File: src/hdl/lcdis_pkg.sv
// Shared constants, command tables and result type for the LCD init command sequencer.
package lcdis_pkg;

  localparam int INIT_STEPS      = 21;
  localparam int INIT_DATA_BYTES = 54;
  localparam int TABLE_LEN       = 20;

  // Number of table entries walked during init.
  localparam logic [4:0] STEP_LIMIT = 5'((INIT_STEPS < TABLE_LEN) ? INIT_STEPS : TABLE_LEN);
  localparam logic [6:0] DATA_LIMIT = 7'(INIT_DATA_BYTES);

  // Input command codes
  localparam logic [1:0] CMD_TICK   = 2'd0;
  localparam logic [1:0] CMD_INIT   = 2'd1;
  localparam logic [1:0] CMD_WINDOW = 2'd2;
  localparam logic [1:0] CMD_SLEEP  = 2'd3;

  // Result kinds
  localparam logic [2:0] KIND_CMD     = 3'd0;
  localparam logic [2:0] KIND_DATA    = 3'd1;
  localparam logic [2:0] KIND_RST_LO  = 3'd2;
  localparam logic [2:0] KIND_RST_HI  = 3'd3;
  localparam logic [2:0] KIND_IGNORED = 3'd4;

  // Panel opcodes
  localparam logic [7:0] OP_COLUMN_ADDR = 8'h2a;
  localparam logic [7:0] OP_ROW_ADDR    = 8'h2b;
  localparam logic [7:0] OP_MEM_WRITE   = 8'h2c;
  localparam logic [7:0] OP_DISPLAY_OFF = 8'h28;
  localparam logic [7:0] OP_SLEEP_IN    = 8'h10;

  // Waits in ms
  localparam logic [6:0] WAIT_LONG  = 7'h78;
  localparam logic [6:0] WAIT_SHORT = 7'h32;
  localparam logic [6:0] WAIT_PULSE = 7'd20;

  // Config register indexes
  localparam logic REG_TICKS_PER_MS = 1'b0;

  localparam logic [7:0] OP_CODE [32] = '{
    8'h11, 8'h36, 8'h3A, 8'hB0, 8'hB2, 8'hB7, 8'hBB, 8'hC0, 8'hC2, 8'hC3,
    8'hC4, 8'hC6, 8'hD0, 8'hE0, 8'hE1, 8'h21, 8'h2A, 8'h2B, 8'h29, 8'h2C,
    8'h00, 8'h00, 8'h00, 8'h00, 8'h00, 8'h00, 8'h00, 8'h00, 8'h00, 8'h00,
    8'h00, 8'h00};

  localparam logic [3:0] OP_LEN [32] = '{
    4'd0, 4'd1, 4'd1, 4'd2, 4'd5, 4'd1, 4'd1, 4'd1, 4'd1, 4'd1,
    4'd1, 4'd1, 4'd2, 4'd14, 4'd14, 4'd0, 4'd4, 4'd4, 4'd0, 4'd0,
    4'd0, 4'd0, 4'd0, 4'd0, 4'd0, 4'd0, 4'd0, 4'd0, 4'd0, 4'd0,
    4'd0, 4'd0};

  localparam logic [6:0] OP_WAIT [32] = '{
    WAIT_LONG, 7'd0, 7'd0, 7'd0, 7'd0, 7'd0, 7'd0, 7'd0, 7'd0, 7'd0,
    7'd0, 7'd0, 7'd0, 7'd0, 7'd0, 7'd0, 7'd0, 7'd0, WAIT_SHORT, 7'd0,
    7'd0, 7'd0, 7'd0, 7'd0, 7'd0, 7'd0, 7'd0, 7'd0, 7'd0, 7'd0,
    7'd0, 7'd0};

  localparam logic [7:0] OP_DATA [64] = '{
    8'h00, 8'h05, 8'h00, 8'hF8, 8'h0C, 8'h0C, 8'h00, 8'h33, 8'h33, 8'h35,
    8'h19, 8'h2C, 8'h01, 8'h12, 8'h20, 8'h0F, 8'hA4, 8'hA1,
    8'h00, 8'h19, 8'h1e, 8'h0a, 8'h09, 8'h15, 8'h3d, 8'h44, 8'h51, 8'h12,
    8'h03, 8'h00, 8'h3f, 8'h3f,
    8'h00, 8'h18, 8'h1e, 8'h0a, 8'h09, 8'h25, 8'h3f, 8'h43, 8'h52, 8'h33,
    8'h03, 8'h00, 8'h3f, 8'h3f,
    8'h00, 8'h00, 8'h00, 8'hEF, 8'h00, 8'h00, 8'h01, 8'h3F,
    8'h00, 8'h00, 8'h00, 8'h00, 8'h00, 8'h00, 8'h00, 8'h00, 8'h00, 8'h00};

  typedef struct packed {
    logic       valid;
    logic [2:0] kind;
    logic [7:0] byte_value;
    logic       last;
  } res_t;

endpackage

File: src/hdl/lcdis_if.sv
// Request and result channel interfaces for the LCD init command sequencer.
interface lcdis_req_if;
  logic        valid;
  logic        ready;
  logic [1:0]  command;
  logic [15:0] x_start;
  logic [15:0] y_start;
  logic [15:0] x_end;
  logic [15:0] y_end;

  modport source (output valid, command, x_start, y_start, x_end, y_end, input ready);
  modport sink (input valid, command, x_start, y_start, x_end, y_end, output ready);
endinterface

interface lcdis_res_if;
  logic       valid;
  logic       ready;
  logic [2:0] kind;
  logic [7:0] byte_value;
  logic       last;

  modport source (output valid, kind, byte_value, last, input ready);
  modport sink (input valid, kind, byte_value, last, output ready);
endinterface

File: src/hdl/lcdis_core.sv
// Sequencer state and per-item next-state / result logic.
module lcdis_core (
  input  logic                clk_i,
  input  logic                rst_ni,
  input  logic                en_i,
  input  logic [1:0]          command_i,
  input  logic [15:0]         x_start_i,
  input  logic [15:0]         y_start_i,
  input  logic [15:0]         x_end_i,
  input  logic [15:0]         y_end_i,
  input  logic [15:0]         ticks_per_ms_i,
  output lcdis_pkg::res_t     res_o
);

  typedef enum logic [2:0] {
    PH_IDLE   = 3'd0,
    PH_RESET  = 3'd1,
    PH_TABLE  = 3'd2,
    PH_WINDOW = 3'd3,
    PH_SLEEP  = 3'd4
  } phase_e;

  phase_e      phase_q, phase_d;
  logic [4:0]  step_q, step_d;
  logic [5:0]  dptr_q, dptr_d;
  logic [3:0]  bytes_left_q, bytes_left_d;
  logic [6:0]  wait_q, wait_d;
  logic [15:0] presc_q, presc_d;
  logic [15:0] xs_q, ys_q, xe_q, ye_q;

  logic [4:0]  step_inc;
  logic [3:0]  bl_dec;
  logic [6:0]  wait_dec;
  logic [16:0] presc_inc;
  logic [6:0]  entry_wait;
  logic        entry_done;
  lcdis_pkg::res_t res;

  assign step_inc   = step_q + 5'd1;
  assign bl_dec     = bytes_left_q - 4'd1;
  assign wait_dec   = wait_q - 7'd1;
  assign presc_inc  = {1'b0, presc_q} + 17'd1;
  assign entry_wait = lcdis_pkg::OP_WAIT[step_q];
  assign entry_done = (step_inc >= lcdis_pkg::STEP_LIMIT);

  always_comb begin
    phase_d      = phase_q;
    step_d       = step_q;
    dptr_d       = dptr_q;
    bytes_left_d = bytes_left_q;
    wait_d       = wait_q;
    presc_d      = presc_q;
    res          = '0;
    if (en_i) begin
      if (command_i != lcdis_pkg::CMD_TICK) begin
        if (phase_q != PH_IDLE) begin
          // busy: report and drop the request
          res.valid = 1'b1;
          res.kind  = lcdis_pkg::KIND_IGNORED;
        end else begin
          step_d       = '0;
          dptr_d       = '0;
          bytes_left_d = '0;
          wait_d       = '0;
          presc_d      = '0;
          case (command_i)
            lcdis_pkg::CMD_INIT:   phase_d = PH_RESET;
            lcdis_pkg::CMD_WINDOW: phase_d = PH_WINDOW;
            default:               phase_d = PH_SLEEP;
          endcase
        end
      end else if (phase_q == PH_IDLE) begin
        // nothing to do
      end else if (wait_q != '0) begin
        // spend one tick of the wait
        if (presc_inc >= {1'b0, ticks_per_ms_i}) begin
          presc_d = '0;
          wait_d  = wait_dec;
          if (wait_dec == '0 &&
              ((phase_q == PH_TABLE && step_q >= lcdis_pkg::STEP_LIMIT) ||
               (phase_q == PH_SLEEP && step_q >= 5'd2))) begin
            phase_d = PH_IDLE;
          end
        end else begin
          presc_d = presc_inc[15:0];
        end
      end else begin
        unique case (phase_q)
          PH_RESET: begin
            res.valid = 1'b1;
            if (step_q < 5'd2) begin
              wait_d   = lcdis_pkg::WAIT_PULSE;
              presc_d  = '0;
              step_d   = step_inc;
              res.kind = (step_q == 5'd1) ? lcdis_pkg::KIND_RST_LO : lcdis_pkg::KIND_RST_HI;
            end else begin
              wait_d       = lcdis_pkg::WAIT_LONG;
              presc_d      = '0;
              phase_d      = PH_TABLE;
              step_d       = '0;
              dptr_d       = '0;
              bytes_left_d = '0;
              res.kind     = lcdis_pkg::KIND_RST_HI;
            end
          end
          PH_TABLE: begin
            if (step_q >= lcdis_pkg::STEP_LIMIT) begin
              phase_d = PH_IDLE;
            end else begin
              res.valid = 1'b1;
              if (bytes_left_q == '0) begin
                res.kind       = lcdis_pkg::KIND_CMD;
                res.byte_value = lcdis_pkg::OP_CODE[step_q];
                bytes_left_d   = lcdis_pkg::OP_LEN[step_q];
              end else begin
                res.kind       = lcdis_pkg::KIND_DATA;
                res.byte_value = ({1'b0, dptr_q} < lcdis_pkg::DATA_LIMIT) ?
                                 lcdis_pkg::OP_DATA[dptr_q] : 8'h00;
                if (dptr_q != 6'h3f) begin
                  dptr_d = dptr_q + 6'd1;
                end
                bytes_left_d = bl_dec;
              end
              // close the entry once its last byte goes out
              if (bytes_left_d == '0) begin
                wait_d   = entry_wait;
                presc_d  = '0;
                step_d   = step_inc;
                res.last = entry_done;
                if (entry_wait == '0 && entry_done) begin
                  phase_d = PH_IDLE;
                end
              end
            end
          end
          PH_WINDOW: begin
            res.valid = 1'b1;
            res.kind  = lcdis_pkg::KIND_DATA;
            step_d    = step_inc;
            case (step_q)
              5'd0: begin
                res.kind       = lcdis_pkg::KIND_CMD;
                res.byte_value = lcdis_pkg::OP_COLUMN_ADDR;
              end
              5'd1: res.byte_value = xs_q[15:8];
              5'd2: res.byte_value = xs_q[7:0];
              5'd3: res.byte_value = xe_q[15:8];
              5'd4: res.byte_value = xe_q[7:0];
              5'd5: begin
                res.kind       = lcdis_pkg::KIND_CMD;
                res.byte_value = lcdis_pkg::OP_ROW_ADDR;
              end
              5'd6: res.byte_value = ys_q[15:8];
              5'd7: res.byte_value = ys_q[7:0];
              5'd8: res.byte_value = ye_q[15:8];
              5'd9: res.byte_value = ye_q[7:0];
              default: begin
                phase_d        = PH_IDLE;
                res.kind       = lcdis_pkg::KIND_CMD;
                res.byte_value = lcdis_pkg::OP_MEM_WRITE;
                res.last       = 1'b1;
              end
            endcase
          end
          PH_SLEEP: begin
            res.valid = 1'b1;
            res.kind  = lcdis_pkg::KIND_CMD;
            presc_d   = '0;
            if (step_q == '0) begin
              step_d         = 5'd1;
              wait_d         = lcdis_pkg::WAIT_SHORT;
              res.byte_value = lcdis_pkg::OP_DISPLAY_OFF;
            end else begin
              step_d         = 5'd2;
              wait_d         = lcdis_pkg::WAIT_LONG;
              res.byte_value = lcdis_pkg::OP_SLEEP_IN;
              res.last       = 1'b1;
            end
          end
          default: phase_d = PH_IDLE;
        endcase
      end
    end
  end

  assign res_o = res;

  always_ff @(posedge clk_i or negedge rst_ni) begin
    if (!rst_ni) begin
      phase_q      <= PH_IDLE;
      step_q       <= '0;
      dptr_q       <= '0;
      bytes_left_q <= '0;
      wait_q       <= '0;
      presc_q      <= '0;
    end else begin
      phase_q      <= phase_d;
      step_q       <= step_d;
      dptr_q       <= dptr_d;
      bytes_left_q <= bytes_left_d;
      wait_q       <= wait_d;
      presc_q      <= presc_d;
    end
  end

  // Latch window corners on an accepted set-window request while idle.
  always_ff @(posedge clk_i) begin
    if (en_i && command_i == lcdis_pkg::CMD_WINDOW && phase_q == PH_IDLE) begin
      xs_q <= x_start_i;
      ys_q <= y_start_i;
      xe_q <= x_end_i;
      ye_q <= y_end_i;
    end
  end

  a_wait_busy: assert property (@(posedge clk_i) disable iff (!rst_ni)
    wait_q != '0 |-> phase_q != PH_IDLE)
    else $error("wait pending while idle");

  a_bytes_in_table: assert property (@(posedge clk_i) disable iff (!rst_ni)
    bytes_left_q != '0 |-> phase_q == PH_TABLE)
    else $error("data bytes pending outside init table");

  a_window_step: assert property (@(posedge clk_i) disable iff (!rst_ni)
    phase_q == PH_WINDOW |-> step_q <= 5'd10)
    else $error("window step out of range");

  a_ignored_busy: assert property (@(posedge clk_i) disable iff (!rst_ni)
    (res.valid && res.kind == lcdis_pkg::KIND_IGNORED) |=> $stable(phase_q))
    else $error("dropped request changed phase");

endmodule

File: src/hdl/lcd_init_command_sequencer_top.sv
// Top level of the LCD init command sequencer: channels, config register, result register.
//
//  channel | dir | handshake        | payload
//  --------+-----+------------------+------------------------------------------
//  req_i   | in  | valid/ready      | command, x_start, y_start, x_end, y_end
//  res_o   | out | valid/ready      | kind, byte_value, last
//  apb     | in  | psel/penable     | paddr, pwdata -> ticks_per_ms, prdata
//
// One item per cycle while the output register is free or draining: each accepted
// item is fully handled in the cycle it is accepted, and its result (if any) lands in
// the output register at that edge, so it is valid in the cycle after the accept.
// rst_ni clears the sequencer to idle and ticks_per_ms to 1000.
// A held result stalls intake only when res_o.ready is low; a result being
// taken in the same cycle frees the register for the next item.
module lcd_init_command_sequencer_top (
  input  logic              clk_i,
  input  logic              rst_ni,
  lcdis_req_if.sink         req_i,
  lcdis_res_if.source       res_o,
  input  logic              psel,
  input  logic              penable,
  input  logic              pwrite,
  input  logic [2:0]        paddr,
  input  logic [31:0]       pwdata,
  output logic [31:0]       prdata,
  output logic              pready
);

  logic [15:0]     tpm_q, tpm_d;
  logic            res_valid_q, res_valid_d;
  logic [2:0]      kind_q;
  logic [7:0]      byte_q;
  logic            last_q;
  logic            accept;
  logic            cfg_wr;
  lcdis_pkg::res_t core_res;

  // Take a new item whenever the output register is empty or draining.
  assign req_i.ready = !res_valid_q || res_o.ready;
  assign accept      = req_i.valid && req_i.ready;

  // Config port: single register, pready held high.
  assign pready = 1'b1;
  assign cfg_wr = psel && penable && pwrite && (paddr[2] == lcdis_pkg::REG_TICKS_PER_MS);
  assign prdata = (paddr[2] == lcdis_pkg::REG_TICKS_PER_MS) ? {16'h0000, tpm_q} : 32'h0;

  always_comb begin
    tpm_d = tpm_q;
    if (cfg_wr) begin
      tpm_d = pwdata[15:0];
    end
  end

  lcdis_core u_core (
    .clk_i          (clk_i),
    .rst_ni         (rst_ni),
    .en_i           (accept),
    .command_i      (req_i.command),
    .x_start_i      (req_i.x_start),
    .y_start_i      (req_i.y_start),
    .x_end_i        (req_i.x_end),
    .y_end_i        (req_i.y_end),
    .ticks_per_ms_i (tpm_q),
    .res_o          (core_res)
  );

  // Load on a fresh result, drop once the sink takes it.
  always_comb begin
    res_valid_d = res_valid_q;
    if (core_res.valid) begin
      res_valid_d = 1'b1;
    end else if (res_o.ready) begin
      res_valid_d = 1'b0;
    end
  end

  always_ff @(posedge clk_i or negedge rst_ni) begin
    if (!rst_ni) begin
      tpm_q       <= 16'd1000;
      res_valid_q <= 1'b0;
    end else begin
      tpm_q       <= tpm_d;
      res_valid_q <= res_valid_d;
    end
  end

  always_ff @(posedge clk_i) begin
    if (core_res.valid) begin
      kind_q <= core_res.kind;
      byte_q <= core_res.byte_value;
      last_q <= core_res.last;
    end
  end

  assign res_o.valid      = res_valid_q;
  assign res_o.kind       = kind_q;
  assign res_o.byte_value = byte_q;
  assign res_o.last       = last_q;

  a_no_overwrite: assert property (@(posedge clk_i) disable iff (!rst_ni)
    (res_valid_q && !res_o.ready) |-> !core_res.valid)
    else $error("result produced while output register held");

  a_result_needs_accept: assert property (@(posedge clk_i) disable iff (!rst_ni)
    core_res.valid |-> accept)
    else $error("result produced without an accepted item");

  a_cfg_reset: assert property (@(posedge clk_i) disable iff (!rst_ni)
    !$past(cfg_wr) |-> $stable(tpm_q) || $past(!rst_ni))
    else $error("ticks_per_ms changed without a write");

endmodule

File: src/flat_wrapper.sv
// flat-port wrapper written by rule: the top's interface ports become plain ports
module lcd_init_command_sequencer_top_flat 
  (clk_i, rst_ni, psel, penable, pwrite, paddr, pwdata, prdata, pready, req_i_valid, req_i_command, req_i_x_start, req_i_y_start, req_i_x_end, req_i_y_end, req_i_ready, res_o_valid, res_o_kind, res_o_byte_value, res_o_last, res_o_ready);
  lcdis_req_if req_i_i ();
  lcdis_res_if res_o_i ();
  input  logic clk_i;
  input  logic rst_ni;
  input  logic psel;
  input  logic penable;
  input  logic pwrite;
  input  logic [2:0] paddr;
  input  logic [31:0] pwdata;
  output logic [31:0] prdata;
  output logic pready;
  input wire logic [$bits(req_i_i.valid)-1:0] req_i_valid;
  input wire logic [$bits(req_i_i.command)-1:0] req_i_command;
  input wire logic [$bits(req_i_i.x_start)-1:0] req_i_x_start;
  input wire logic [$bits(req_i_i.y_start)-1:0] req_i_y_start;
  input wire logic [$bits(req_i_i.x_end)-1:0] req_i_x_end;
  input wire logic [$bits(req_i_i.y_end)-1:0] req_i_y_end;
  output wire logic [$bits(req_i_i.ready)-1:0] req_i_ready;
  output wire logic [$bits(res_o_i.valid)-1:0] res_o_valid;
  output wire logic [$bits(res_o_i.kind)-1:0] res_o_kind;
  output wire logic [$bits(res_o_i.byte_value)-1:0] res_o_byte_value;
  output wire logic [$bits(res_o_i.last)-1:0] res_o_last;
  input wire logic [$bits(res_o_i.ready)-1:0] res_o_ready;
  assign req_i_i.valid = req_i_valid;
  assign req_i_i.command = req_i_command;
  assign req_i_i.x_start = req_i_x_start;
  assign req_i_i.y_start = req_i_y_start;
  assign req_i_i.x_end = req_i_x_end;
  assign req_i_i.y_end = req_i_y_end;
  assign req_i_ready = req_i_i.ready;
  assign res_o_valid = res_o_i.valid;
  assign res_o_kind = res_o_i.kind;
  assign res_o_byte_value = res_o_i.byte_value;
  assign res_o_last = res_o_i.last;
  assign res_o_i.ready = res_o_ready;
  lcd_init_command_sequencer_top u_core (.clk_i(clk_i), .rst_ni(rst_ni), .req_i(req_i_i), .res_o(res_o_i), .psel(psel), .penable(penable), .pwrite(pwrite), .paddr(paddr), .pwdata(pwdata), .prdata(prdata), .pready(pready));
endmodule
File: config.mk
export PLATFORM = sky130hd
export DESIGN_NAME = lcd_init_command_sequencer_top_flat
export DESIGN_NICKNAME = d
export VERILOG_FILES = /design/src/hdl/lcdis_pkg.sv /design/src/hdl/lcdis_if.sv /design/src/hdl/lcdis_core.sv /design/src/hdl/lcd_init_command_sequencer_top.sv /design/src/flat_wrapper.sv
export SDC_FILE = /design/constraint.sdc
export NUM_CORES = 1
export LEC_CHECK = 0
export BUFFER_PORTS_ARGS = -buffer_cell sky130_fd_sc_hd__buf_4
export CAP_MARGIN = 20
export CORE_MARGIN = 5
export CORE_UTILIZATION = 40
export DETAILED_ROUTE_END_ITERATION = 10
export GPL_ROUTABILITY_DRIVEN = 0
export PLACE_DENSITY_LB_ADDON = 0.2
export SYNTH_ARGS = -nofsm -noshare
export SYNTH_HDL_FRONTEND = slang
export SYNTH_SLANG_ARGS = --single-unit
File: constraint.sdc
create_clock -name clk_i -period 5 [get_ports clk_i]
set_clock_uncertainty 0.15 [all_clocks]
set_input_delay 0.75 -clock clk_i [delete_from_list [all_inputs] [get_ports clk_i]]
set_output_delay 0.75 -clock clk_i [all_outputs]
set_load 0.02 [all_outputs]
# After elaboration in Yosys (flattened, before gate mapping)
# Memory sizes are Yosys's and may differ from the RTL's.
# Index checks and enable logic that the tools add are counted.
dict set report word_totals {
  output_inout_bits 47
  n_memories 4
  inputBits 108
  elab_cells 199
  mem_bits_ro 1120
  register_bits 134
}
# memory words word_bits read_ports rd_clocked_by_memory_dff write_ports line_no
set mem_list {}
lappend mem_list {{(name not given)} 64 8 1 0 0 lcdis_core.sv:118} ;# lcdis_pkg::OP_DATA[dptr_q] : 8'h00;
lappend mem_list {{(name not given)} 32 8 1 0 0 lcdis_core.sv:113} ;# res.byte_value = lcdis_pkg::OP_CODE[step_q];
lappend mem_list {{(name not given)} 32 7 1 0 0 lcdis_core.sv:43} ;# assign entry_wait = lcdis_pkg::OP_WAIT[step_q];
lappend mem_list {{(name not given)} 32 4 1 0 0 lcdis_core.sv:114} ;# bytes_left_d = lcdis_pkg::OP_LEN[step_q];
dict set report op_classes {
  bitwise_logic 4
  n_reduce_logical 37
  n_mux 93
  n_lt_le_gt_ge 8
  n_eq_ne 33
  add_sub_neg 5
}
# op n
set ops {}
lappend ops {{16-bit 2-to-1 mux} 8}
lappend ops {{8-bit one-hot mux with 10 select lines} 1}
lappend ops {{7-bit 2-to-1 mux} 11}
lappend ops {{4-bit 2-to-1 mux} 17}
lappend ops {{6-bit 2-to-1 mux} 9}
lappend ops {{13-bit 2-to-1 mux} 4}
lappend ops {{8-bit 2-to-1 mux} 5}
lappend ops {{5-bit 2-to-1 mux} 7}
lappend ops {{3-bit 2-to-1 mux} 11}
lappend ops {{16-bit one-hot mux with 2 select lines} 1}
lappend ops {{9-bit one-hot mux with 3 select lines} 1}
lappend ops {{7-bit one-hot mux with 3 select lines} 1}
lappend ops {{7-bit AND reduction} 3}
lappend ops {{5-bit by 3-bit == test with 1-bit output, second input constant} 4}
lappend ops {{5-bit one-hot mux with 4 select lines} 1}
lappend ops {{9-bit 2-to-1 mux} 2}
lappend ops {{16-bit by 1-bit adder with 17-bit output, second input constant} 1}
lappend ops {{17-bit by 16-bit >= comparator with 1-bit output} 1}
lappend ops {{4-bit one-hot mux with 4 select lines} 1}
lappend ops {{7-bit zero test} 2}
lappend ops {{3-bit by 2-bit inequality test with 1-bit output, second input constant} 4}
lappend ops {{3-bit inequality test, second input constant} 4}
lappend ops {{4-bit inequality test, second input constant} 3}
lappend ops {{3-bit one-hot mux with 4 select lines} 1}
lappend ops {{other kinds (48)} 77}

# Logic depth before layout (Yosys ltp)
# Gate-level depths: netlist of the first run.
dict set report logic_depth {
  word_depth 20
  mapped_depth 15
  depth_no_buf 13
}

# Modules after synthesis
# Synthesis of the first run repeated with hierarchy kept, for this count alone.
dict set report unflattened {
  hier_cells 866
  area_unflattened_um2 8494.4
}
# module area_each_um2 instances seq_area_each_um2 cells_each
set by_module_without_submodules {}
lappend by_module_without_submodules {lcdis_core 7183.1 1 2947.8 780}
lappend by_module_without_submodules {lcd_init_command_sequencer_top 1311.3 1 793.3 86}

# Worst setup path before layout of the first run
# Ideal clock, no wire load.
dict set report synth_timing {
  path_kind {input-to-reg}
  startpoint {input port res_o_ready}
  endpoint {register u_core.u_core.xe_q[0], enable pin}
  arrival_time_ps 2940
  setup_slack_ps 1481
  path_stages 4
  path_buffers 1
  required_time_ps 4421
  setup_ps 429
  cell_sequence {nand2b_1 and2_1 clkbuf_1 and3_1}
}
dict set report synth_between {
  elab_chain_len 4
}
# item line_no
set synth_lines {}
lappend synth_lines {{start, declared} flat_wrapper.sv:26} ;# input wire logic [$bits(res_o_i.ready)-1:0] res_o_ready;
lappend synth_lines {{1-bit logical OR} lcd_init_command_sequencer_top.sv:39} ;# assign req_i.ready = !res_valid_q || res_o.ready;
lappend synth_lines {{1-bit logical AND} lcd_init_command_sequencer_top.sv:40} ;# assign accept = req_i.valid && req_i.ready;
lappend synth_lines {{1-bit logical AND (2 in a row)} lcdis_core.sv:208} ;# if (en_i && command_i == lcdis_pkg::CMD_WINDOW && phase_q == PH_IDLE) begin
lappend synth_lines {{end signal, assigned} lcdis_core.sv:211} ;# xe_q <= x_end_i;
lappend synth_lines {{end, declared} lcdis_core.sv:29} ;# logic [15:0] xs_q, ys_q, xe_q, ye_q;
# Every way passes these cells.
# A chain may end at the register's enable or synchronous reset.

# Worst setup path in the final report of the first run
dict set report layout_timing {
  startpoint {register u_core.u_core.presc_q[0]}
  endpoint {register u_core.u_core.wait_q[5]}
}
dict set report layout_between {
  elab_chain_len 4
}
# item line_no
set layout_lines {}
lappend layout_lines {{start, declared} lcdis_core.sv:28} ;# logic [15:0] presc_q, presc_d;
lappend layout_lines {{start signal, assigned} lcdis_core.sv:202} ;# presc_q <= presc_d;
lappend layout_lines {{16-bit by 1-bit adder with 17-bit output} lcdis_core.sv:42} ;# assign presc_inc = {1'b0, presc_q} + 17'd1;
lappend layout_lines {{17-bit by 16-bit >= comparator with 1-bit output} lcdis_core.sv:76} ;# if (presc_inc >= {1'b0, ticks_per_ms_i}) begin
lappend layout_lines {{3-bit by 2-bit inequality test with 1-bit output (no line)} n/a}
lappend layout_lines {{7-bit AND reduction (no line)} n/a}
lappend layout_lines {{end signal, assigned} lcdis_core.sv:201} ;# wait_q <= wait_d;
lappend layout_lines {{end, declared} lcdis_core.sv:27} ;# logic [6:0] wait_q, wait_d;
# Every way passes these cells.

==> results of run 1 <==
-- metrics by stage --
| stage | cell area (um^2) | std cells | total power [W] | utilization [%] |
|---|---|---|---|---|
| floorplan | 8670 | 895 | 0.00230 | - |
| global placement | 9600 | 1225 | 0.00263 | 45.5 |
| detailed placement | 9600 | 1225 | 0.00264 | 45.5 |
| CTS | 10200 | 1257 | 0.00392 | 48.3 |
| global route | 10200 | 1259 | 0.00410 | 48.5 |
| finish | 10200 | 1259 | 0.00390 | 48.5 |
-- power by group through the flow --
stage                     Clock (W)  Combinational, W  Sequential [W]
after detailed placement          0           0.00119         0.00146
after CTS                   0.00129           0.00119         0.00144
after global placement            0           0.00118         0.00146
after global routing        0.00134           0.00131         0.00146
final                       0.00126           0.00120         0.00144
after floorplan                   0          0.000858         0.00145
-- cell families (layout without fill, tap and decap cells) --
group	Yosys count	after routing	synth area share [%]
AND/OR/NAND/NOR	275	275	16.1
adder cells (fa/ha/maj)	47	47	6.83
XOR/XNOR	23	23	2.34
other	2	17	0.0872
AO/OA/AOI/OAI	234	234	18.7
buffers and inverters	117	206	6.31
flip-flops	134	134	43.4
multiplexers	48	48	6.16
-- cell usage after synthesis (11+ instances only) --
cell,n,share of area [%]
inv_1,42,1.8
mux2i_1,20,2.3
nand2_1,73,3.2
a31oi_1,17,1.2
a22o_1,14,1.4
clkbuf_1,40,1.7
nand2b_1,11,0.80
buf_4,17,1.5
mux2_2,24,3.1
dfrtp_1,52,15
a21oi_1,37,2.2
ha_1,47,6.8
nor2b_1,14,1.0
xnor2_1,15,1.5
nor3_1,12,0.70
nand3_1,23,1.3
a211oi_1,15,1.3
o21ai_0,55,3.2
nor2_1,76,3.3
edfxtp_1,76,27
-- cell type report --
cell class / count / area (um^2)
clock buffers: 17 / 425
clock inverters: 15 / 171
fillers: 1981 / 10900
inverters: 44 / 165
multi-input cells: 644 / 4390
flip-flops and latches: 134 / 3740
well taps: 275 / 344
repair buffers: 130 / 993
-- state kept, by name, indices dropped and copies added, names as in the netlist --
signal                      cells
u_core.u_core.wait_q            7
u_core.u_core.presc_q          16
u_core.u_core.xe_q             16
u_core.u_core.ys_q             16
u_core.u_core.bytes_left_q      4
u_core.u_core.xs_q             16
u_core.res_o.kind               3
u_core.u_core.phase_q           3
u_core.u_core.dptr_q            6
u_core.u_core.step_q            5
u_core.res_o.last               1
u_core.res_o.byte_value         8
u_core.tpm_q                   16
u_core.u_core.ye_q             16
u_core.res_o.valid              1
-- per-layer routing --
| metal | vias up | part of all wire (%) | track usage (%) |
|---|---|---|---|
| met2 | 185 | 48 | 29.2 |
| met3 | 18 | 4.9 | 4.01 |
| met4 | 0 | 1.1 | 4.67 |
| li1 | 3402 | - | - |
| met1 | 3349 | 46 | 24.9 |
| met5 | - | 0 | 0 |
-- worst max-delay path by stage --
stage | end | from | depth (start not counted)
3_3_place_gp | u_core.u_core.wait_q[5]$_DFFE_PN0P_ | u_core.u_core.presc_q[0]$_DFFE_PN0P_ | 13
2_1_floorplan | u_core.u_core.xe_q[0]$_DFFE_PP_ | res_o_ready | 4
3_5_place_dp | u_core.u_core.wait_q[5]$_DFFE_PN0P_ | u_core.u_core.presc_q[0]$_DFFE_PN0P_ | 13
6_report | u_core.u_core.wait_q[5]$_DFFE_PN0P_ | u_core.u_core.presc_q[0]$_DFFE_PN0P_ | 13
4_1_cts | u_core.u_core.wait_q[5]$_DFFE_PN0P_ | u_core.u_core.presc_q[0]$_DFFE_PN0P_ | 13
5_1_grt | u_core.u_core.wait_q[5]$_DFFE_PN0P_ | u_core.u_core.presc_q[0]$_DFFE_PN0P_ | 13
==> results.cfg, run 1 <==
[detailed_routing]
dr.pass1.iters = 5
drt_iter0_markers = 417
antenna_left = 0
drc = 0
drt_wl_total_um = 22200
viasPerCell = 5.52
vias = 6954
wl_per_cell_um = 17.6

[synthesis]
syn_inst = 880
syn_area_um2 = 8610
synth-edff-count = 76
synthDistinctLibCells = 85
synthFlopType = edfxtp_1
synth_seq_cells = 134
yosysSeqAreaShare_pct = 43.4
async_flop_share_pct = 43.3
ys_warn_count = 0
avgSynthCellArea_um2 = 9.79

[clock_network]
post_cts_resized = 0
path_clk_slew_ps = 70
cts_buffers = 17
cts_hold_buf = 0
clk_latency_ps = 430
clockBufferDepth = 2
cts.sinks = 134
ctsRootBufferMaster = clkbuf_16
htree_levels = 4
cts_tree = done
post_cts_buffers = 0

[power]
power.combinational.fraction_pct = 30.7
p_int_w = 0.00248
power_leakage_nw = 4.18
p_per_area_nw_per_um2 = 382
ir_drop_uv = 235
clockPowerShare_pct = 32.4
power.share.sequential_pct = 36.9
power_switching_w = 0.00143
switching_share_pct = 36.6

[setup_path]
max_stage_delay_ps = 570
startpoint_type = flop
crit_path_top_delay_cell = a2111oi_0
worstReg2RegEnd = u_core.u_core.wait_q[5]$_DFFE_PN0P_
path_common_cell = ha_1
path_cells = ha_1 > and3_1 > nor2b_1 > nand3_1 > xnor2_1 > ha_1 > nand4_1 > nor4b_1 > a2111oi_0 > o21ba_4 > nand3_2 > and2_1 > mux2_4
worstPathRequired_ps = 5160
cpLargestDelayFamily = simple AND/OR/NAND/NOR gates
worstRegToRegCells = 13
r2r_start = u_core.u_core.presc_q[0]$_DFFE_PN0P_
crit_arrival_ps = 4270
worst-path-buf-inv = 0
r2r_setup_slack_ps = 890
endpoint_kind = flop
crit_type = reg -> reg
crit_path_max_fanout = 9

[sta]
worstMarginPinSlew_ps = 1060
report.final.slew_viol_count = 0
fin_setup_tns_ps = 0
min_period_ps = 4110
relSlewSlack_pct = 29.6
hold_ws_ps = 232
rsz0062_at_grt = false
layout_setup_ws_ps = 890
finalCritPeriodShare_pct = 82.2
max_clock_freq_mhz = 243
hold_violations = 0
setup_viol = 0

[floorplanning]
coreArea_um2 = 21100
io_pins = 155
dieWidth_um = 157
start_util_pct = 40.8
die_h_um = 157
die_area_um2 = 24600
rows = 53

[outcome]
status = complete, no violations

[final_layout]
design.final.nets = 1126
final_cell_mix = buf_4 (128), nor2_1 (76), edfxtp_1 (76)
areaGrowthSynthToFinish_pct = 18.7
drive_above_1_share_pct = 22.2
n_antenna_cell = 0
layout_commonest_cell = buf_4

[global_routing]
grt_pass1_vias = 6819
grt_pass1_wl_um = 35500
groute.usage.overall_pct = 18.2
grt_start_max_net_pins = 59
grt_overflow = 0
grt_antenna_before_repair = 0

[placed_design]
port_buffers = 119
dp_slack_ps = 950
dpl.hpwl_um = 15800

[job]
max_cap_viol_count = 0

[worst_hold_path]
hold_path_class = in -> async
Note: power is estimated with default switching activity, not from simulation.
==> run 2: changes to the inputs <==
Clock period 5 ns to 3.5 ns, I/O delays scaled along.
==> run 2 against run 1 <==
Compared with the run above:
- non-clock buffer count grew 66
- worst setup slack got worse by 840 ps
- total power is 48% higher
- critical path depth grew 1
- count of clock-buffer cells in the layout is the same
- maximum frequency is 19% higher
- clock power rose by 46%
- sequential power increased by 42%
- critical endpoint is now u_core.u_core.wait_q[6]$_DFFE_PN0P_
- first-iteration DRC count increased by 20%
- final area up 5.6%
- combinational power is 57% higher
==> results.cfg, run 2 (synthesized netlist as in run 1, its figures left out) <==
[detailed_routing]
drc = 0
viasPerCell = 5.43
dr.pass1.iters = 5
wl_per_cell_um = 17.3
drt_wl_total_um = 22900
drt_iter0_markers = 501
antenna_left = 0
vias = 7192

[floorplanning]
die_h_um = 157
dieWidth_um = 157
start_util_pct = 40.8
io_pins = 155
die_area_um2 = 24600
coreArea_um2 = 21100
rows = 53

[sta]
max_clock_freq_mhz = 289
layout_setup_ws_ps = 45.5
hold_violations = 0
relSlewSlack_pct = 30.0
setup_viol = 0
hold_ws_ps = 13.1
rsz0062_at_grt = true
finalCritPeriodShare_pct = 98.7
worstMarginPinSlew_ps = 1050
report.final.slew_viol_count = 0
min_period_ps = 3450

[setup_path]
worstPathRequired_ps = 3660
startpoint = u_core.u_core.presc_q[2]$_DFFE_PN0P_
startpoint_type = flop
crit_arrival_ps = 3610
path_cells = and2_4 > nand4_1 > nor2_2 > nand4_1 > xnor2_1 > ha_1 > nand4_1 > nor2_2 > a221o_1 > a41oi_2 > nand3_4 > and2_4 > buf_4 > a32o_1
crit_type = reg -> reg
worst-path-buf-inv = 1
crit_path_top_delay_cell = dfrtp_1
endpoint_kind = flop
cpLargestDelayFamily = simple AND/OR/NAND/NOR gates
path_common_cell = nand4_1
max_stage_delay_ps = 350
crit_path_max_fanout = 5
r2r_start = u_core.u_core.presc_q[2]$_DFFE_PN0P_

[global_routing]
grt_overflow = 0
groute.usage.overall_pct = 18.9
grt_pass1_wl_um = 37000
grt_antenna_before_repair = 0
grt_start_max_net_pins = 65
grt_pass1_vias = 7152

[clock_network]
clk_latency_ps = 430
htree_levels = 4
clockBufferDepth = 2
cts_tree = done
cts_buffers = 17
ctsRootBufferMaster = clkbuf_16
cts.sinks = 134
path_clk_slew_ps = 70

[final_layout]
drive_above_1_share_pct = 28.2
areaGrowthSynthToFinish_pct = 25.4
utilization_pct = 51.2
design.final.nets = 1192
n_antenna_cell = 0
final_cell_mix = buf_4 (194), edfxtp_1 (76), nand2_1 (73), nor2_1 (73), o21ai_0 (55)
layout_commonest_cell = buf_4

[outcome]
status = complete, no violations

[placed_design]
dp_slack_ps = -150
port_buffers = 119
dpl.hpwl_um = 16600

[power]
power_leakage_nw = 4.53
ir_drop_uv = 298
power_w = 0.00577
p_per_area_nw_per_um2 = 535

[job]
max_cap_viol_count = 0

[worst_hold_path]
hold_path_class = in -> async
[run 2: cell types whose count changed in the layout (fill, tap and decap cells not counted), moves of 2 or more]
cell,delta
and2_1,-2
and2_4,+2
buf_4,+66
inv_6,+2
inv_8,-3
nor2_1,-3
nor2_2,+3
[run 2: worst register-to-register path, cell delays in order, from the launching register on]
cell and delay [ps]:
dfrtp_1 350, and2_4 150, nand4_1 190, nor2_2 240, nand4_1 120, xnor2_1 250, ha_1 280, nand4_1 220
nor2_2 70, a221o_1 330, a41oi_2 230, nand3_4 140, and2_4 240, buf_4 150, a32o_1 240
[run 2: per-stage QoR]
| stage | TNS, ps | cell area, um^2 | instances |
|---|---|---|---|
| 5_1_grt | -1690 | 10800 | 1325 |
| 4_1_cts | 0 | 10700 | 1322 |
| 3_5_place_dp | -1880 | 10100 | 1285 |
| 6_report | 0 | 10800 | 1325 |
| 3_3_place_gp | -140 | 10100 | 1285 |
| 2_1_floorplan | 0 | 8670 | 895 |
[run 2: final cells by class]
class | instances | area (um^2)
clock buffer | 17 | 425
clock inverter | 15 | 178
fill | 1968 | 10300
inverter | 44 | 165
multi-input combinational | 644 | 4460
sequential | 134 | 3740
tap | 275 | 344
timing repair buffer | 196 | 1490
[run 2: worst paths after layout]
| check | to | slack [ps] | cells past startpoint |
|---|---|---|---|
| setup / recovery | u_core.u_core.wait_q[6]$_DFFE_PN0P_ | 50 | 14 |
| hold / removal | u_core.u_core.step_q[1]$_DFFE_PN0P_ | 10 | 1 |
| setup reg to reg | u_core.u_core.wait_q[6]$_DFFE_PN0P_ | 50 | 14 |
| hold reg to reg | u_core.tpm_q[15]$_DFFE_PN0P_ | 360 | 1 |
| max in group asynchronous | u_core.u_core.dptr_q[5]$_DFFE_PN0P_ | 2670 | 1 |
| min in group clk_i | u_core.u_core.xe_q[14]$_DFFE_PP_ | 110 | 1 |
[run 2: per-layer routing]
metal  global-route usage (%)  wire, um  vias to the layer above
li1                         -         -                     3524
met4                     4.26       261                        0
met3                     4.01      1040                       22
met1                     27.0     10900                     3469
met2                     29.5     10700                      177
met5                        0         0                        -
[run 2: timing repair]
item	in CTS	in global routing
resized for setup	7	10
setup buffers	5	4
setup endpoints to repair	22	23
hold buffers	0	0
pin swaps	4	12
[run 2: power breakdown]
part           internal (W)  switching, W  total (W)
Clock               0.00102      0.000819    0.00184
Sequential          0.00189      0.000164    0.00205
Combinational      0.000806       0.00107    0.00188
Total               0.00372       0.00206    0.00577
==> run 3: changes to the inputs <==
Settings changed: BUFFER_PORTS_ARGS -buffer_cell sky130_fd_sc_hd__buf_4 to -buffer_cell sky130_fd_sc_hd__buf_2, SYNTH_HIERARCHICAL set to 1.
==> run 3 against run 2 <==
Compared with the run above:
- combinational power grew 14%
- count of clock-buffer cells in the layout is the same
- area after synthesis shrank 1.4%
- clock power grew 2%
- first-iteration DRC count shrank 12%
- via count shrank 3.9%
- largest cell class unchanged
- highest routed layer unchanged
==> results.cfg, run 3 <==
[outcome]
status = complete, no violations

[synthesis]
synth_seq_cells = 134
netlist.area_leader.share_pct = 26.9
synth.most_common_cell = nand2_1
synthFlopType = edfxtp_1
yosysSeqAreaShare_pct = 44.0
synthDistinctLibCells = 83
yosysTopAreaCell = edfxtp_1
ys_top_cells_by_count = nand2_1 (81), edfxtp_1 (76), nor2_1 (62), dfrtp_1 (52), ha_1 (49)
syn_area_um2 = 8490
synthTopCellsByArea = edfxtp_1 (27%), dfrtp_1 (15%), ha_1 (7.2%)
syn_inst = 866
async_flop_share_pct = 43.3
synth-edff-count = 76
avgSynthCellArea_um2 = 9.81
ys_warn_count = 6

[placed_design]
port_buffers = 119
placed_cell_area_um2 = 9480
place_inst = 1249
dpl.hpwl_um = 16000

[sta]
min_period_ps = 3280
hold_violations = 0
finalCritPeriodShare_pct = 93.8
setup_viol = 0
relSlewSlack_pct = 40.0
max_clock_freq_mhz = 305
worstMarginPinSlew_ps = 893
fin_setup_tns_ps = 0
report.final.slew_viol_count = 0

[final_layout]
final_cell_mix = buf_2 (119), nand2_1 (81), edfxtp_1 (76)
areaGrowthSynthToFinish_pct = 19.4
final_cell_area_um2 = 10100
drive_above_1_share_pct = 23.7
utilization_pct = 48.4
n_antenna_cell = 0
design.final.nets = 1151
layout_commonest_cell = buf_2
fin_cells = 1282

[clock_network]
clk_latency_ps = 430
cts_tree = done
cts.sinks = 134
path_clk_slew_ps = 80
post_cts_buffers = 0
htree_levels = 4
cts_buffers = 17
ctsRootBufferMaster = clkbuf_16
clockBufferDepth = 2

[power]
p_int_w = 0.00380
power.combinational.fraction_pct = 35.3
power_switching_w = 0.00230
power_leakage_nw = 4.28
power.share.sequential_pct = 33.9
clockPowerShare_pct = 30.8
ir_drop_uv = 383
switching_share_pct = 37.7
p_per_area_nw_per_um2 = 602

[setup_path]
path_cells = and3_1 > nand3_1 > nor2_1 > nand2_1 > or3_1 > nand2_1 > ha_1 > a21o_1 > a211oi_2 > o211a_2 > buf_4 > nor2_2 > a32o_1
path_common_cell = nand2_1
cpLargestDelayFamily = simple AND/OR/NAND/NOR gates
startpoint_type = flop
max_stage_delay_ps = 410
crit_path_top_delay_cell = dfrtp_1
crit_path_max_fanout = 11
crit_type = reg -> reg
endpoint_kind = flop
worst-path-buf-inv = 1
crit_arrival_ps = 3440
worstPathRequired_ps = 3660

[floorplanning]
start_util_pct = 40.5
rows = 53
io_pins = 155
dieWidth_um = 156
die_h_um = 156
coreArea_um2 = 21000
die_area_um2 = 24300

[global_routing]
grt_pass1_wl_um = 35100
grt_start_max_net_pins = 34
grt_antenna_before_repair = 0
grt_pass1_vias = 6577
grt_overflow = 0
groute.usage.overall_pct = 18.0

[detailed_routing]
antenna_left = 0
drt_iter0_markers = 443
drc = 0
wl_per_cell_um = 16.9
dr.pass1.iters = 6
drt_wl_total_um = 21700
vias = 6912
viasPerCell = 5.39

[job]
max_cap_viol_count = 0

[worst_hold_path]
hold_path_class = in -> async
[run 3: metrics by stage]
step / hold WS (ps) / setup WS (ps) / power [W]
global placement: 350 / 141 / 0.00422
CTS: 78.2 / 72.7 / 0.00613
global route: 92.1 / -1.10 / 0.00648
detailed placement: 366 / 75.2 / 0.00424
floorplan: 79.4 / 61.0 / 0.00357
finish: 60.6 / 217 / 0.00610
[run 3: final timing paths]
check                                                          start                             endpoint  slack (ps)  cells past startpoint
worst max-delay path            u_core/u_core/presc_q[6]$_DFFE_PN0P_  u_core/u_core/wait_q[4]$_DFFE_PN0P_         220                     13
worst min-delay path                                          rst_ni  u_core/u_core/dptr_q[5]$_DFFE_PN0P_          60                      1
worst max register to register  u_core/u_core/presc_q[6]$_DFFE_PN0P_  u_core/u_core/wait_q[4]$_DFFE_PN0P_         220                     13
worst min register to register        u_core/res_o.valid$_DFFE_PN0P_       u_core/res_o.valid$_DFFE_PN0P_         370                      2
max in group asynchronous                                     rst_ni          u_core/tpm_q[3]$_DFFE_PN1P_        2400                      2
min in group clk_i                                 req_i_x_start[14]     u_core/u_core/xs_q[14]$_DFFE_PP_         120                      1
[run 3: what timing repair did]
item                                    CTS  global route
gates resized for setup                   0             7
hold buffers                              0             0
endpoints found under the setup margin    0            17
[run 3: kinds of logic after synthesis]
kind of cell    share of synthesized area [%]
compound gates                           18.3
xor+xnor                                 1.34
fa+ha+maj                                7.22
buf+inv                                  6.02
flops                                    44.0
mux                                      5.60
other cells                            0.0884
simple gates                             17.4
[run 3: layer usage]
layer	vias to the layer above	global-route usage, %	share of wire (%)
li1	3424	-	-
met1	3248	27.0	48
met2	225	26.7	44
met3	15	3.83	6.4
met4	0	4.42	1.1
met5	-	0	0
[run 3: layout make-up]
type                            count  area [um^2]
Clock buffer                       17          425
Clock inverter                     15          205
Fill cell                        2020        10800
Inverter                           46          173
Multi-Input combinational cell    634         4330
Sequential cell                   134         3740
Tap cell                          275          344
Timing Repair Buffer              161          921
[run 3: power by group through the flow]
stage	Combinational [W]	Sequential (W)	Clock (W)
2_1_floorplan	0.00151	0.00206	0
3_3_place_gp	0.00212	0.00209	0
3_5_place_dp	0.00214	0.00210	0
4_1_cts	0.00215	0.00207	0.00192
5_1_grt	0.00239	0.00210	0.00199
6_report	0.00215	0.00207	0.00188
